===== src/sv/fsr_pkg.sv =====
// Shared types and constants for the frame sample receiver.
package fsr_pkg;

    localparam int LEVEL_W        = 10;
    localparam int INDEX_W        = 6;
    localparam int WORD_W         = 32;
    localparam int CODE_W         = 2;
    localparam int BITS_PER_FRAME = 34;

    localparam logic [INDEX_W-1:0] START_INDEX = '0;
    localparam logic [INDEX_W-1:0] STOP_INDEX  = INDEX_W'(BITS_PER_FRAME - 1);

    localparam logic [LEVEL_W-1:0] THRESHOLD_RESET = 10'd465;

    localparam logic [CODE_W-1:0] ERR_NONE   = 2'd0;
    localparam logic [CODE_W-1:0] ERR_START  = 2'd1;
    localparam logic [CODE_W-1:0] ERR_STOP   = 2'd2;
    localparam logic [CODE_W-1:0] ERR_PARITY = 2'd3;

    localparam logic [2:0] MASTER_MAX_TYPE = 3'd3;

    // One sliced line bit waiting in the input register.
    typedef struct packed {
        logic line_bit;
        logic restart;
    } fsr_bit_t;

    // Finished frame handed to the output register.
    typedef struct packed {
        logic [WORD_W-1:0] word;
        logic [CODE_W-1:0] code;
    } fsr_result_t;

endpackage


===== src/sv/fsr_input_stage.sv =====
// Input register: slices each accepted sample against the threshold.
module fsr_input_stage #(
    parameter int CMP_BITS = 10
) (
    input  logic                        clk,
    input  logic                        rst_n,
    input  logic                        in_valid,
    output logic                        in_ready,
    input  logic [fsr_pkg::LEVEL_W-1:0] line_sample,
    input  logic                        frame_start,
    input  logic [fsr_pkg::LEVEL_W-1:0] level_threshold,
    input  logic                        advance,
    output logic                        bit_valid,
    output fsr_pkg::fsr_bit_t           bit_data
);

    logic              valid_reg;
    logic              valid_next;
    fsr_pkg::fsr_bit_t data_reg;
    logic              accept;

    assign in_ready = !valid_reg || advance;
    assign accept   = in_valid && in_ready;

    always_comb
    begin
        valid_next = valid_reg;
        if (accept)
        begin
            valid_next = 1'b1;
        end
        else if (advance)
        begin
            valid_next = 1'b0;
        end
    end

    always_ff @(posedge clk or negedge rst_n)
    begin
        if (!rst_n)
        begin
            valid_reg <= 1'b0;
        end
        else
        begin
            valid_reg <= valid_next;
        end
    end

    // strictly greater counts as a one
    always_ff @(posedge clk)
    begin
        if (accept)
        begin
            data_reg.line_bit <= (line_sample[CMP_BITS-1:0] > level_threshold[CMP_BITS-1:0]);
            data_reg.restart  <= frame_start;
        end
    end

    assign bit_valid = valid_reg;
    assign bit_data  = data_reg;

endmodule


===== src/sv/fsr_frame_core.sv =====
// Frame assembly: bit counter, shift word, parity and framing checks.
module fsr_frame_core (
    input  logic                        clk,
    input  logic                        rst_n,
    input  logic                        bit_valid,
    input  fsr_pkg::fsr_bit_t           bit_data,
    input  logic                        out_free,
    output logic                        advance,
    output logic                        result_valid,
    output fsr_pkg::fsr_result_t        result,
    output logic [fsr_pkg::INDEX_W-1:0] index_now
);

    logic [fsr_pkg::INDEX_W-1:0] index_reg, index_next, index_eff;
    logic [fsr_pkg::WORD_W-1:0]  shift_reg, shift_next, shift_eff;
    logic                        parity_reg, parity_next;
    logic [fsr_pkg::CODE_W-1:0]  ferr_reg, ferr_next, ferr_eff;
    logic                        at_stop;

    always_comb
    begin
        // a restart drops the partial frame before this bit is used
        index_eff = bit_data.restart ? '0 : index_reg;
        shift_eff = bit_data.restart ? '0 : shift_reg;
        ferr_eff  = bit_data.restart ? fsr_pkg::ERR_NONE : ferr_reg;
        parity_next = (bit_data.restart ? 1'b0 : parity_reg) ^ bit_data.line_bit;
        at_stop   = (index_eff >= fsr_pkg::STOP_INDEX);

        ferr_next  = ferr_eff;
        shift_next = shift_eff;
        if (index_eff == fsr_pkg::START_INDEX)
        begin
            if (!bit_data.line_bit)
            begin
                ferr_next = fsr_pkg::ERR_START;
            end
        end
        else if (at_stop)
        begin
            if (!bit_data.line_bit)
            begin
                ferr_next = fsr_pkg::ERR_STOP;
            end
        end
        else
        begin
            shift_next = {shift_eff[fsr_pkg::WORD_W-2:0], bit_data.line_bit};
        end
        index_next = index_eff + 1'b1;

        // framing errors win; parity only on a well-framed word
        if (ferr_next != fsr_pkg::ERR_NONE)
        begin
            result.code = ferr_next;
        end
        else if (parity_next)
        begin
            result.code = fsr_pkg::ERR_PARITY;
        end
        else
        begin
            result.code = fsr_pkg::ERR_NONE;
        end
        result.word = (result.code == fsr_pkg::ERR_NONE) ? shift_eff : '0;
    end

    assign advance      = bit_valid && (!at_stop || out_free);
    assign result_valid = advance && at_stop;
    assign index_now    = index_reg;

    always_ff @(posedge clk or negedge rst_n)
    begin
        if (!rst_n)
        begin
            index_reg  <= '0;
            shift_reg  <= '0;
            parity_reg <= 1'b0;
            ferr_reg   <= fsr_pkg::ERR_NONE;
        end
        else if (advance)
        begin
            if (at_stop)
            begin
                index_reg  <= '0;
                shift_reg  <= '0;
                parity_reg <= 1'b0;
                ferr_reg   <= fsr_pkg::ERR_NONE;
            end
            else
            begin
                index_reg  <= index_next;
                shift_reg  <= shift_next;
                parity_reg <= parity_next;
                ferr_reg   <= ferr_next;
            end
        end
    end

endmodule


===== src/sv/frame_sample_receiver.sv =====
// Top level of the frame sample receiver.
//
// One line sample per bit time enters on the s_axis channel; its tuser bit
// restarts frame collection with this sample as the start bit. A sample
// above level_threshold is a one. After 34 bits (start, 32 data, stop)
// one transaction leaves on m_axis with the frame word, its decoded fields
// and the error code in tuser; every other sample produces no output.
// level_threshold is written through cfg_wr_en/cfg_wr_data (reset 465).
//
// The result of a stop bit is registered in the output register.
// Throughput: one sample per cycle, set by the input register feeding the
// frame logic and the output register. s_axis_tready only drops when the
// input register holds a stop bit and the output register is still full
// with m_axis_tready low; samples that finish no frame pass regardless.
// Reset clears the counter, shift word, parity, framing status and both
// valid flags, and loads the default threshold.
module frame_sample_receiver #(
    parameter int SAMPLE_BITS = 10
) (
    input  logic        clk,
    input  logic        rst_n,

    input  logic        cfg_wr_en,
    input  logic [9:0]  cfg_wr_data,     // level_threshold

    input  logic        s_axis_tvalid,
    output logic        s_axis_tready,
    input  logic [15:0] s_axis_tdata,    // [9:0] line_sample, [15:10] zero
    input  logic        s_axis_tuser,    // [0] frame_start

    output logic        m_axis_tvalid,
    input  logic        m_axis_tready,
    output logic [63:0] m_axis_tdata,    // [31:0] frame_word, [34:32] message_type,
                                         // [42:35] data_id, [58:43] payload,
                                         // [59] parity_flag, [60] from_master, [63:61] zero
    output logic [1:0]  m_axis_tuser     // [1:0] error_code
);

    // compare width: low SAMPLE_BITS bits, never more than the field holds
    localparam int CMP_BITS = (SAMPLE_BITS < fsr_pkg::LEVEL_W) ? SAMPLE_BITS
                                                                : fsr_pkg::LEVEL_W;

    logic [fsr_pkg::LEVEL_W-1:0] thr_reg;

    logic                        bit_valid;
    fsr_pkg::fsr_bit_t           bit_data;
    logic                        advance;
    logic                        result_valid;
    fsr_pkg::fsr_result_t        result;
    logic [fsr_pkg::INDEX_W-1:0] index_now;

    logic                        out_valid_reg, out_valid_next;
    logic                        out_free;
    logic [63:0]                 out_data_reg;
    logic [1:0]                  out_code_reg;
    logic [63:0]                 packed_data;

    // threshold register
    always_ff @(posedge clk or negedge rst_n)
    begin
        if (!rst_n)
        begin
            thr_reg <= fsr_pkg::THRESHOLD_RESET;
        end
        else if (cfg_wr_en)
        begin
            thr_reg <= cfg_wr_data;
        end
    end

    fsr_input_stage #(
        .CMP_BITS (CMP_BITS)
    ) u_input (
        .clk             (clk),
        .rst_n           (rst_n),
        .in_valid        (s_axis_tvalid),
        .in_ready        (s_axis_tready),
        .line_sample     (s_axis_tdata[fsr_pkg::LEVEL_W-1:0]),
        .frame_start     (s_axis_tuser),
        .level_threshold (thr_reg),
        .advance         (advance),
        .bit_valid       (bit_valid),
        .bit_data        (bit_data)
    );

    fsr_frame_core u_core (
        .clk          (clk),
        .rst_n        (rst_n),
        .bit_valid    (bit_valid),
        .bit_data     (bit_data),
        .out_free     (out_free),
        .advance      (advance),
        .result_valid (result_valid),
        .result       (result),
        .index_now    (index_now)
    );

    // field decode off the finished word
    assign packed_data = {3'b000,
                          (result.word[30:28] <= fsr_pkg::MASTER_MAX_TYPE),
                          result.word[31],
                          result.word[15:0],
                          result.word[23:16],
                          result.word[30:28],
                          result.word};

    // output register
    assign out_free = !out_valid_reg || m_axis_tready;

    always_comb
    begin
        out_valid_next = out_valid_reg;
        if (result_valid)
        begin
            out_valid_next = 1'b1;
        end
        else if (m_axis_tready)
        begin
            out_valid_next = 1'b0;
        end
    end

    always_ff @(posedge clk or negedge rst_n)
    begin
        if (!rst_n)
        begin
            out_valid_reg <= 1'b0;
        end
        else
        begin
            out_valid_reg <= out_valid_next;
        end
    end

    always_ff @(posedge clk)
    begin
        if (result_valid)
        begin
            out_data_reg <= packed_data;
            out_code_reg <= result.code;
        end
    end

    assign m_axis_tvalid = out_valid_reg;
    assign m_axis_tdata  = out_data_reg;
    assign m_axis_tuser  = out_code_reg;

    // any error delivers an all-zero frame word
    a_err_zero_word: assert property (@(posedge clk) disable iff (!rst_n)
        (m_axis_tvalid && m_axis_tuser != fsr_pkg::ERR_NONE) |-> (m_axis_tdata[31:0] == '0))
        else $error("error result carries a nonzero frame word");

    // counter never runs past the stop position
    a_index_range: assert property (@(posedge clk) disable iff (!rst_n)
        index_now <= fsr_pkg::STOP_INDEX)
        else $error("bit counter past stop position");

    // backpressure only while a sample is held
    a_stall_held: assert property (@(posedge clk) disable iff (!rst_n)
        !s_axis_tready |-> bit_valid)
        else $error("input stalled with empty input register");

    // a new result never overwrites one that was not taken
    a_no_overwrite: assert property (@(posedge clk) disable iff (!rst_n)
        (result_valid && out_valid_reg) |-> m_axis_tready)
        else $error("result overwrote pending output");

endmodule

===== config.mk =====
export PLATFORM = sky130hd
export DESIGN_NAME = frame_sample_receiver
export DESIGN_NICKNAME = d
export VERILOG_FILES = /design/src/sv/fsr_pkg.sv /design/src/sv/fsr_input_stage.sv /design/src/sv/fsr_frame_core.sv /design/src/sv/frame_sample_receiver.sv
export SDC_FILE = /design/constraint.sdc
export NUM_CORES = 1
export LEC_CHECK = 0
export ABC_AREA = 1
export BUFFER_PORTS_ARGS = -buffer_cell sky130_fd_sc_hd__buf_2
export CORE_MARGIN = 4
export CORE_UTILIZATION = 35
export DETAILED_ROUTE_END_ITERATION = 8
export RECOVER_POWER = 25
export SLEW_MARGIN = 10
export SYNTH_ARGS = -nofsm -noshare
export SYNTH_HDL_FRONTEND = slang
export SYNTH_SLANG_ARGS = --single-unit
export TNS_END_PERCENT = 100

===== constraint.sdc =====
create_clock -name clk -period 3 [get_ports clk]
set_input_delay 0.3 -clock clk [delete_from_list [all_inputs] [get_ports clk]]
set_output_delay 0.3 -clock clk [all_outputs]
set_load 0.02 [all_outputs]

# After elaboration in Yosys (flattened, before gate mapping)
# Cells that the tools add are included.
[classes] bitwise_logic=1 add_sub_neg=1 n_mux=20 n_lt_le_gt_ge=3 n_reduce_logical=14
[ops] operator="$mux 32" count=4
[ops] operator="$mux 2" count=8
[ops] operator="$mux 6" count=2
[ops] operator="$gt 10x10->1" count=1
[ops] operator="$add 6x1->6 const B" count=1
[ops] operator="$ge 6x6->1 const B" count=1
[ops] operator="$logic_not 6->1" count=1
[ops] operator="$mux 1" count=6
[ops] operator="$reduce_bool 2->1" count=3
[ops] operator="$le 3x2->1 const B" count=1
[ops] operator="$logic_and 1x1->1" count=3
[ops] operator="$logic_not 1->1" count=3
[ops] operator="$logic_or 1x1->1" count=3
[ops] operator="$logic_not 2->1" count=1
[ops] operator="$xor 1x1->1" count=1
[totals] in_bits=32 ff_bits=118 word_cells=51 out_inout_bits=68

# Longest topological paths before layout
# Gate-level depths: netlist of run 1.
[depth] word_depth=9 ltp_mapped=12 depth_no_buf=12

# Hierarchy
# Synthesis of run 1 repeated with hierarchy kept, for this count alone.
[unflattened] cells_unflattened=542 area_unflattened_um2=4809.6
[modules_own_cells] mod="fsr_frame_core" area_each_um2=2681.3 seq_area_each_um2=1026.0 cells_each=366 instances=1
[modules_own_cells] mod="frame_sample_receiver" area_each_um2=1715.4 seq_area_each_um2=1332.5 cells_each=115 instances=1
[modules_own_cells] mod="fsr_input_stage" area_each_um2=412.9 seq_area_each_um2=85.1 cells_each=61 instances=1

# Worst setup path after synthesis of run 1
# No wires, ideal clock.
[synth_path] kind="reg2reg" startpoint="register u_core.index_reg, in the netlist u_core.index_now[0]" endpoint="register out_data_reg[24] (netlist: m_axis_tdata[24]), enable pin" n_path_buf=0 path_stages_with_launch=13 path_slack_ns=0.656 synth_period_minus_slack_ns=2.344 required_time_ns=2.610 t_arrival_ns=1.954 setup_ns=0.390 path_cell_list="dfrtp_1 inv_1 nor2_1 inv_1 ha_1 inv_1 a21oi_1 nand3_1 nand2_2 o21ai_4 inv_1 nand2_1 inv_1"
[synth_between] elab_chain_len=6
[synth_lines] element="start, declared" line="fsr_frame_core.sv:14" source="logic [fsr_pkg::INDEX_W-1:0] index_reg, index_next, index_eff;"
[synth_lines] element="start signal, assigned" line="fsr_frame_core.sv:91" source="index_reg <= index_next;"
[synth_lines] element="$mux 6 (*)" line="fsr_frame_core.sv:23" source="index_eff = bit_data.restart ? '0 : index_reg;"
[synth_lines] element="$ge 6x6->1 (*)" line="fsr_frame_core.sv:27" source="at_stop = (index_eff >= fsr_pkg::STOP_INDEX);"
[synth_lines] element="$logic_not 1->1" line="fsr_frame_core.sv:67" source="assign advance = bit_valid && (!at_stop || out_free);"
[synth_lines] element="$logic_or 1x1->1" line="fsr_frame_core.sv:67"
[synth_lines] element="$logic_and 1x1->1" line="fsr_frame_core.sv:67"
[synth_lines] element="$logic_and 1x1->1 (*)" line="fsr_frame_core.sv:68" source="assign result_valid = advance && at_stop;"
[synth_lines] element="end signal, assigned" line="frame_sample_receiver.sv:139" source="out_data_reg <= packed_data;"
[synth_lines] element="end, declared" line="frame_sample_receiver.sv:54" source="logic [63:0] out_data_reg;"
# Every way passes the cells marked *; elsewhere a longest branch is shown, timed or not.
# A chain may end at the register's enable or synchronous reset.

# Worst setup path after layout of run 1
[layout_path] startpoint="register u_input.data_reg, in the netlist u_input.bit_data[0]" endpoint="register u_core.shift_reg[30] in the netlist's numbering"
[layout_between] elab_chain_len=5 word_cells_on_any_way=9 cone_classes="order compare (1); mux (4); reduce/logical (4)"
[layout_lines] element="start, declared" line="fsr_input_stage.sv:19" source="fsr_pkg::fsr_bit_t data_reg;"
[layout_lines] element="$mux 6" line="fsr_frame_core.sv:23"
[layout_lines] element="$ge 6x6->1" line="fsr_frame_core.sv:27"
[layout_lines] element="$logic_not 1->1" line="fsr_frame_core.sv:67"
[layout_lines] element="$logic_or 1x1->1" line="fsr_frame_core.sv:67"
[layout_lines] element="$logic_and 1x1->1" line="fsr_frame_core.sv:67"
[layout_lines] element="end signal, assigned" line="fsr_frame_core.sv:92" source="shift_reg <= shift_next;"
[layout_lines] element="end, declared" line="fsr_frame_core.sv:15" source="logic [fsr_pkg::WORD_W-1:0] shift_reg, shift_next, shift_eff;"
# Several ways; a longest one is shown, not always the timed one.

==> results of run 1 <==
==> routing by layer <==
metal  up-vias  routed length (um)  part of all wire, %
li1       1773                   -                    -
met1      1598                4338                   46
met2       123                4228                   45
met3        10                 682                  7.3
met4         0                 139                  1.5
met5         -                   0                    0
==> cells by family after synthesis <==
family	count (synthesis)	synth area share [%]
AND/OR/NAND/NOR	248	22.91
multiplexers	1	0.2478
XOR/XNOR	5	0.9636
flip-flops	90	53.77
other	1	0.08252
adder cells (fa/ha/maj)	12	3.304
AO/OA/AOI/OAI	66	7.875
buffers and inverters	92	10.85
==> worst max-delay path, cell delays in order, from the launching register on <==
cell and delay (ps):
edfxtp_1 470, nor2_1 220, inv_1 70, ha_1 180, inv_1 50, a21oi_1 30
nand3_1 120, nand2_2 100, o21ai_4 130, buf_4 540, o21ai_0 200
==> power by group through the flow <==
stage | clock network, mW | logic (mW) | registers [mW]
3_5_place_dp | 0 | 0.609 | 1.52
4_1_cts | 1.18 | 0.614 | 1.49
2_1_floorplan | 0 | 0.474 | 1.50
6_report | 1.15 | 0.604 | 1.49
5_1_grt | 1.23 | 0.713 | 1.51
3_3_place_gp | 0 | 0.597 | 1.51
==> through the flow <==
step	hold slack [ps]	power, mW	util [%]
finish	132.9	3.243	41.15
detailed placement	466.4	2.125	38.80
global placement	463.6	2.107	38.80
CTS	118.7	3.291	41.18
floorplan	4.409	1.974	-
global route	123.7	3.451	41.15
==> cells in the mapped netlist <==
cell      number  area, um2
o21ai_1       19      95.09
nand4_2        1      12.51
a21oi_1        6      30.03
o211ai_1       3      22.52
conb_1         1      3.750
ha_1          12      150.1
nand2_1      167      626.9
nand4_1        3      18.77
buf_2         22      110.1
dfstp_2        5      131.4
clkbuf_1       5      18.77
nand2_2        1      6.260
xor2_1         5      43.79
nand3_1       36      180.2
buf_4         32      240.2
o21a_1         1      7.510
o21ai_0       34      170.2
o21ai_4        1      16.27
nor3_1        32      160.2
mux2_2         1      11.26
dfrtp_1       48       1201
o21ai_2        1      8.760
o21bai_1       1      7.510
nor2_1         7      26.28
inv_2          1      3.750
inv_1         32      120.1
edfxtp_1      37       1111
nor3_2         1      10.01
==> final cells by class <==
class	instances	area share [%]
clock inverters	7	1.464
well taps	172	4.128
inverters	33	2.376
flip-flops and latches	90	46.87
repair buffers	98	9.719
clock buffers	9	4.320
multi-input cells	335	31.13
==> worst min path at each step <==
| stage | startpoint | endpoint | slack (ps) | cells after the start |
|---|---|---|---|---|
| floorplan | rst_n | m_axis_tvalid$_DFFE_PN0P_ | 4 | 0 |
| global placement | u_core.shift_reg[0]$_DFFE_PN0P_ | u_core.shift_reg[0]$_DFFE_PN0P_ | 460 | 2 |
| detailed placement | u_core.shift_reg[0]$_DFFE_PN0P_ | u_core.shift_reg[0]$_DFFE_PN0P_ | 470 | 2 |
| CTS | s_axis_tuser | u_input.bit_data[0]$_DFFE_PP_ | 120 | 1 |
| global route | s_axis_tuser | u_input.bit_data[0]$_DFFE_PP_ | 120 | 1 |
| finish | s_axis_tuser | u_input.bit_data[0]$_DFFE_PP_ | 130 | 1 |
==> results.sh, run 1 <==
export IMPL_status="finished, violations left"
export IMPL_violations="max-capacitance violations, max-slew violations"
export IMPL_grt_pass1_vias=3292
export IMPL_timing_fmax_mhz=434.7
export IMPL_setup_worst_path_end="u_core.shift_reg[30]$_DFFE_PN0P_"
export IMPL_ys_warn_count=0
export IMPL_drc=0
export IMPL_synth_cells=515
export IMPL_chipHeight_um=121.9
export IMPL_synthesis_area_mm2=0.004544
export IMPL_power_density_mw_per_mm2=621.9
export IMPL_reg2reg_depth=10
export IMPL_hpwl_um=6173
export IMPL_p_comb_share_pct=18.6
export IMPL_num_io_pins=100
export IMPL_antenna_found_initial=0
export IMPL_ys_types=28
export IMPL_ir_drop_uv=271.6
export IMPL_numCtsBuffers=9
export IMPL_fin_crit_ps=2301
export IMPL_dp_slack_ps=726.3
export IMPL_crit_required_ps=3190
export IMPL_drt_iter0_markers=178
export IMPL_postCtsResizedCells=0
export IMPL_first_pass_iters=5
export IMPL_hp_class="primary input to flip-flop"
export IMPL_die_w_um=121.9
export IMPL_cts_hold_fix_buffers=0
export IMPL_met3_usage_pct=3.993
export IMPL_rsz0062_at_grt="no"
export IMPL_layout_commonest_cell="nand2_1"
export IMPL_clk_pin_slew_ps=60
export IMPL_rr_endpoint="u_core.shift_reg[30]$_DFFE_PN0P_"
export IMPL_fillers=1264
export IMPL_reg2reg_from="u_input.bit_data[0]$_DFFE_PP_"
export IMPL_final_area_mm2=0.005214
export IMPL_routabilityCongestion=0.7694
export IMPL_worstMarginPinSlew_ps=2206
export IMPL_seq_area_frac_synth_pct=53.77
export IMPL_clockBufferDepth=2
export IMPL_finalSetupViolCount=0
export IMPL_critical_path_class="flip-flop to flip-flop"
export IMPL_relSlewSlack_pct=-47.08
export IMPL_vias_per_cell=4.710
export IMPL_grt_overflow_total=0
export IMPL_clock_skew_ps=6.292
export IMPL_grtUsageTotal_pct=13.54
export IMPL_setup_slack_ps=699.4
export IMPL_maxSlewViolCount=40
export IMPL_n_antenna_cell=0
export IMPL_crit_start="u_input.bit_data[0]$_DFFE_PP_"
export IMPL_grtUsageMet1_pct=17.51
export IMPL_r2r_slack_ps=700
export IMPL_synth_seq_cells=90
export IMPL_maxCapViolCount=1
export IMPL_dp_cells=728
export IMPL_swShare_pct=29.57
export IMPL_final_cell_mix="nand2_1 (167), buf_2 (89), dfrtp_1 (48)"
export IMPL_clock_root_buffer="clkbuf_16"
export IMPL_area_growth_syn_to_layout_pct=14.73
export IMPL_ff_latch_area_mm2=0.002444
export IMPL_cts_sinks=90
export IMPL_setup_worst_path_end_class="flip-flop"
export IMPL_pwr_share_clk_pct=35.3
export IMPL_fin_nets=611
export IMPL_post_cts_buffers=0
export IMPL_crit_arrival_ps=2490
export IMPL_use_met2_pct=21.34
export IMPL_p_int_mw=2.284
export IMPL_grt_pass1_wl_um=15830
export IMPL_switchingPower_mw=0.9589
export IMPL_leakage_nw=2.437
export IMPL_clk_latency_ps=350
export IMPL_rows=41
export IMPL_place_area_mm2=0.004916
export IMPL_wl_um=9387
export IMPL_dieArea_mm2=0.01487
export IMPL_seq_power_share_pct=46.0
export IMPL_fin_setup_tns_ps=0
export IMPL_fin_crit_sh_pct=76.69
export IMPL_cp_max_fo=71
export IMPL_top_usage_layer="met2"
export IMPL_detail_route_antenna_nets=0
export IMPL_drt_wirelength_per_cell_um=12.62
export IMPL_ctsHtreeMaxLevel=3
export IMPL_multiInputGateArea_mm2=0.001623
export IMPL_syn_area_per_cell_um2=8.824
export IMPL_hold_viol=0
export IMPL_vias=3504
export IMPL_io_buffers=90
export IMPL_grt_start_max_net_pins=72
export IMPL_cts_tree="yes"
export IMPL_layoutNonFillerInstCount=744
export IMPL_drive_gt1_share_pct=21.85
export IMPL_core_mm2=0.01267
export IMPL_crit_path_start_kind="flip-flop"
export IMPL_initial_core_util_pct=35.86
export IMPL_largest_register_ffs=33
Note: power is estimated with default switching activity, not from simulation.
==> run 2: changes to the inputs <==
ABC_AREA = 0   (was 1)
clock period = 2.4 ns   (was 3 ns; I/O delays follow)
==> results.sh, run 2 <==
export IMPL_status="complete, no violations"
export IMPL_power_density_mw_per_mm2=717.7
export IMPL_worstMarginPinSlew_ps=1344
export IMPL_grt_overflow_total=0
export IMPL_max_stage_delay_ps=480
export IMPL_ys_types=56
export IMPL_dp_slack_ps=89.96
export IMPL_crit_path_start_kind="flip-flop"
export IMPL_synth_most_common_cell="inv_1"
export IMPL_synth_common_cells="inv_1 (50), dfrtp_1 (48), edfxtp_1 (37), nor3_1 (36), a22o_1 (34)"
export IMPL_synth_flop_cell="dfrtp_1"
export IMPL_yosys_top_cells_area="dfrtp_1 (27%), edfxtp_1 (25%), a22o_1 (6.8%)"
export IMPL_clk_latency_ps=340
export IMPL_place_area_mm2=0.004908
export IMPL_synth_top_area_share_pct=27.48
export IMPL_async_reset_ff_share_pct=58.89
export IMPL_die_w_um=119.8
export IMPL_layout_commonest_cell="buf_2"
export IMPL_ir_drop_uv=405.2
export IMPL_hpwl_um=6093
export IMPL_drt_wirelength_per_cell_um=14.19
export IMPL_switchingPower_mw=1.036
export IMPL_initial_core_util_pct=36.10
export IMPL_syn_area_per_cell_um2=11.24
export IMPL_rows=40
export IMPL_critical_path_class="flip-flop to primary output"
export IMPL_maxSlewViolCount=0
export IMPL_crit_arrival_ps=2090
export IMPL_pwr_share_clk_pct=38.0
export IMPL_synth_edff_count=37
export IMPL_num_io_pins=100
export IMPL_dieArea_mm2=0.01434
export IMPL_hold_worst_slack_ps=82.66
export IMPL_p_comb_share_pct=15.9
export IMPL_synthesis_area_mm2=0.004372
export IMPL_grt_pass1_vias=3147
export IMPL_critPathSlowestCell="or4b_4"
export IMPL_cp_max_fo=4
export IMPL_final_area_mm2=0.005236
export IMPL_ctsHtreeMaxLevel=3
export IMPL_grt_start_max_net_pins=54
export IMPL_io_buffers=90
export IMPL_routabilityCongestion=0.8453
export IMPL_ys_warn_count=0
export IMPL_area_growth_syn_to_layout_pct=19.78
export IMPL_seq_area_frac_synth_pct=55.90
export IMPL_numCtsBuffers=9
export IMPL_synth_cells=389
export IMPL_hp_class="primary input to flip-flop"
export IMPL_path_cells="nand2b_4 > ha_4 > or4b_4 > o211ai_1 > buf_4"
export IMPL_finalSetupViolCount=0
export IMPL_largest_register_ffs=33
export IMPL_p_int_mw=2.722
export IMPL_hold_viol=0
export IMPL_final_cell_mix="buf_2 (89), inv_1 (49), dfrtp_1 (48)"
export IMPL_cts_hold_fix_buffers=0
export IMPL_clk_pin_slew_ps=70
export IMPL_clockBufferDepth=2
export IMPL_swShare_pct=27.56
export IMPL_grt_pass1_wl_um=15340
export IMPL_wl_um=8952
export IMPL_core_mm2=0.01211
export IMPL_fin_crit_sh_pct=97.23
export IMPL_relSlewSlack_pct=10.43
export IMPL_chipHeight_um=119.8
export IMPL_synth_seq_cells=90
export IMPL_drive_gt1_share_pct=31.10
export IMPL_vias_per_cell=4.911
export IMPL_seq_power_share_pct=46.1
export IMPL_drt_iter0_markers=243
export IMPL_vias=3099
export IMPL_n_antenna_cell=0
export IMPL_setup_slack_ps=66.46
export IMPL_fin_nets=502
export IMPL_setup_worst_path_end_class="primary output"
export IMPL_cts_sinks=90
export IMPL_antenna_found_initial=0
export IMPL_leakage_nw=2.083
export IMPL_first_pass_iters=4
export IMPL_crit_required_ps=2160
export IMPL_maxCapViolCount=0
export IMPL_clock_root_buffer="clkbuf_16"
export IMPL_clock_skew_ps=7.733
export IMPL_detail_route_antenna_nets=0
export IMPL_cts_tree="yes"
export IMPL_fin_crit_ps=2334
export IMPL_grtUsageTotal_pct=13.00
export IMPL_drc=0
export IMPL_rsz0062_at_grt="yes"
export IMPL_synth_top_cell_by_area="dfrtp_1"
export IMPL_fillers=1187
export IMPL_timing_fmax_mhz=428.5
[run 2: critical path, delay by kind of cell (launching register included)]
kind | cells | cell delay (ps)
and+or+nand+nor | 2 | 660
DFF | 1 | 450
AOI/OAI and AO/OA | 1 | 320
buffers and inverters | 1 | 210
adders and majority gates | 1 | 120
[run 2: kinds of logic (layout without fill, tap and decap cells)]
family / Yosys count / after routing / synth area share [%]
AOI/OAI and AO/OA: 88 / 88 / 15.68
xor gates and xnor gates: 1 / 1 / 0.2004
adders and majority gates: 12 / 12 / 3.434
buffers and inverters: 102 / 174 / 12.16
DFF: 90 / 90 / 55.90
muxes: 1 / 1 / 0.2576
other: 1 / 3 / 0.08578
and+or+nand+nor: 94 / 94 / 12.28
[run 2: what timing repair did]
item	in CTS	in global routing
buffers inserted	1	0
pin swaps	1	1
resized for setup	2	3
setup endpoints to repair	1	91
[run 2: worst paths after layout]
path	end	startpoint	cells after the start	slack (ps)
setup / recovery	s_axis_tready	u_input.bit_data[0]$_DFFE_PP_	5	70
hold / removal	u_input.bit_data[0]$_DFFE_PP_	s_axis_tuser	1	80
setup reg to reg	u_core.shift_reg[24]$_DFFE_PN0P_	u_input.bit_data[0]$_DFFE_PP_	6	100
hold reg to reg	u_core.shift_reg[31]$_DFFE_PN0P_	u_core.shift_reg[31]$_DFFE_PN0P_	1	510
max in group asynchronous	u_core.shift_reg[17]$_DFFE_PN0P_	rst_n	2	1300
min in group asynchronous	u_core.ferr_reg[1]$_DFFE_PN0P_	rst_n	2	290
[run 2: stage by stage]
step	power [mW]	cells	TNS [ps]	utilization, %
finish	3.758	631	0	43.23
global placement	2.331	615	0	40.53
global route	3.936	631	-40.82	43.23
detailed placement	2.341	615	0	40.53
floorplan	2.164	391	-6987	-
CTS	3.779	631	0	43.10
[run 2: power groups by stage]
stage               Sequential [mW]  Clock (mW)  Combinational (mW)
floorplan                      1.74           0               0.428
global placement               1.76           0               0.574
detailed placement             1.76           0               0.583
CTS                            1.73        1.46               0.590
global route                   1.74        1.53               0.668
finish                         1.73        1.43               0.597
[run 2: layout make-up]
cell class              count  area (um2)  share of cell area [%]
flip-flops and latches     90        2444                   46.67
multi-input cells         199        1470                   28.08
repair buffers            108       623.1                   11.90
clock buffers              10       229.0                   4.373
well taps                 168       210.2                   4.014
inverters                  50       187.7                   3.584
clock inverters             6       72.57                   1.386
[run 2: per-layer routing]
| metal | global-route usage (%) | part of all wire [%] | vias up |
|---|---|---|---|
| met5 | 0 | 0 | - |
| li1 | - | - | 1491 |
| met1 | 17.38 | 47 | 1501 |
| met4 | 3.293 | 0.80 | 0 |
| met3 | 3.487 | 5.4 | 7 |
| met2 | 21.05 | 47 | 100 |
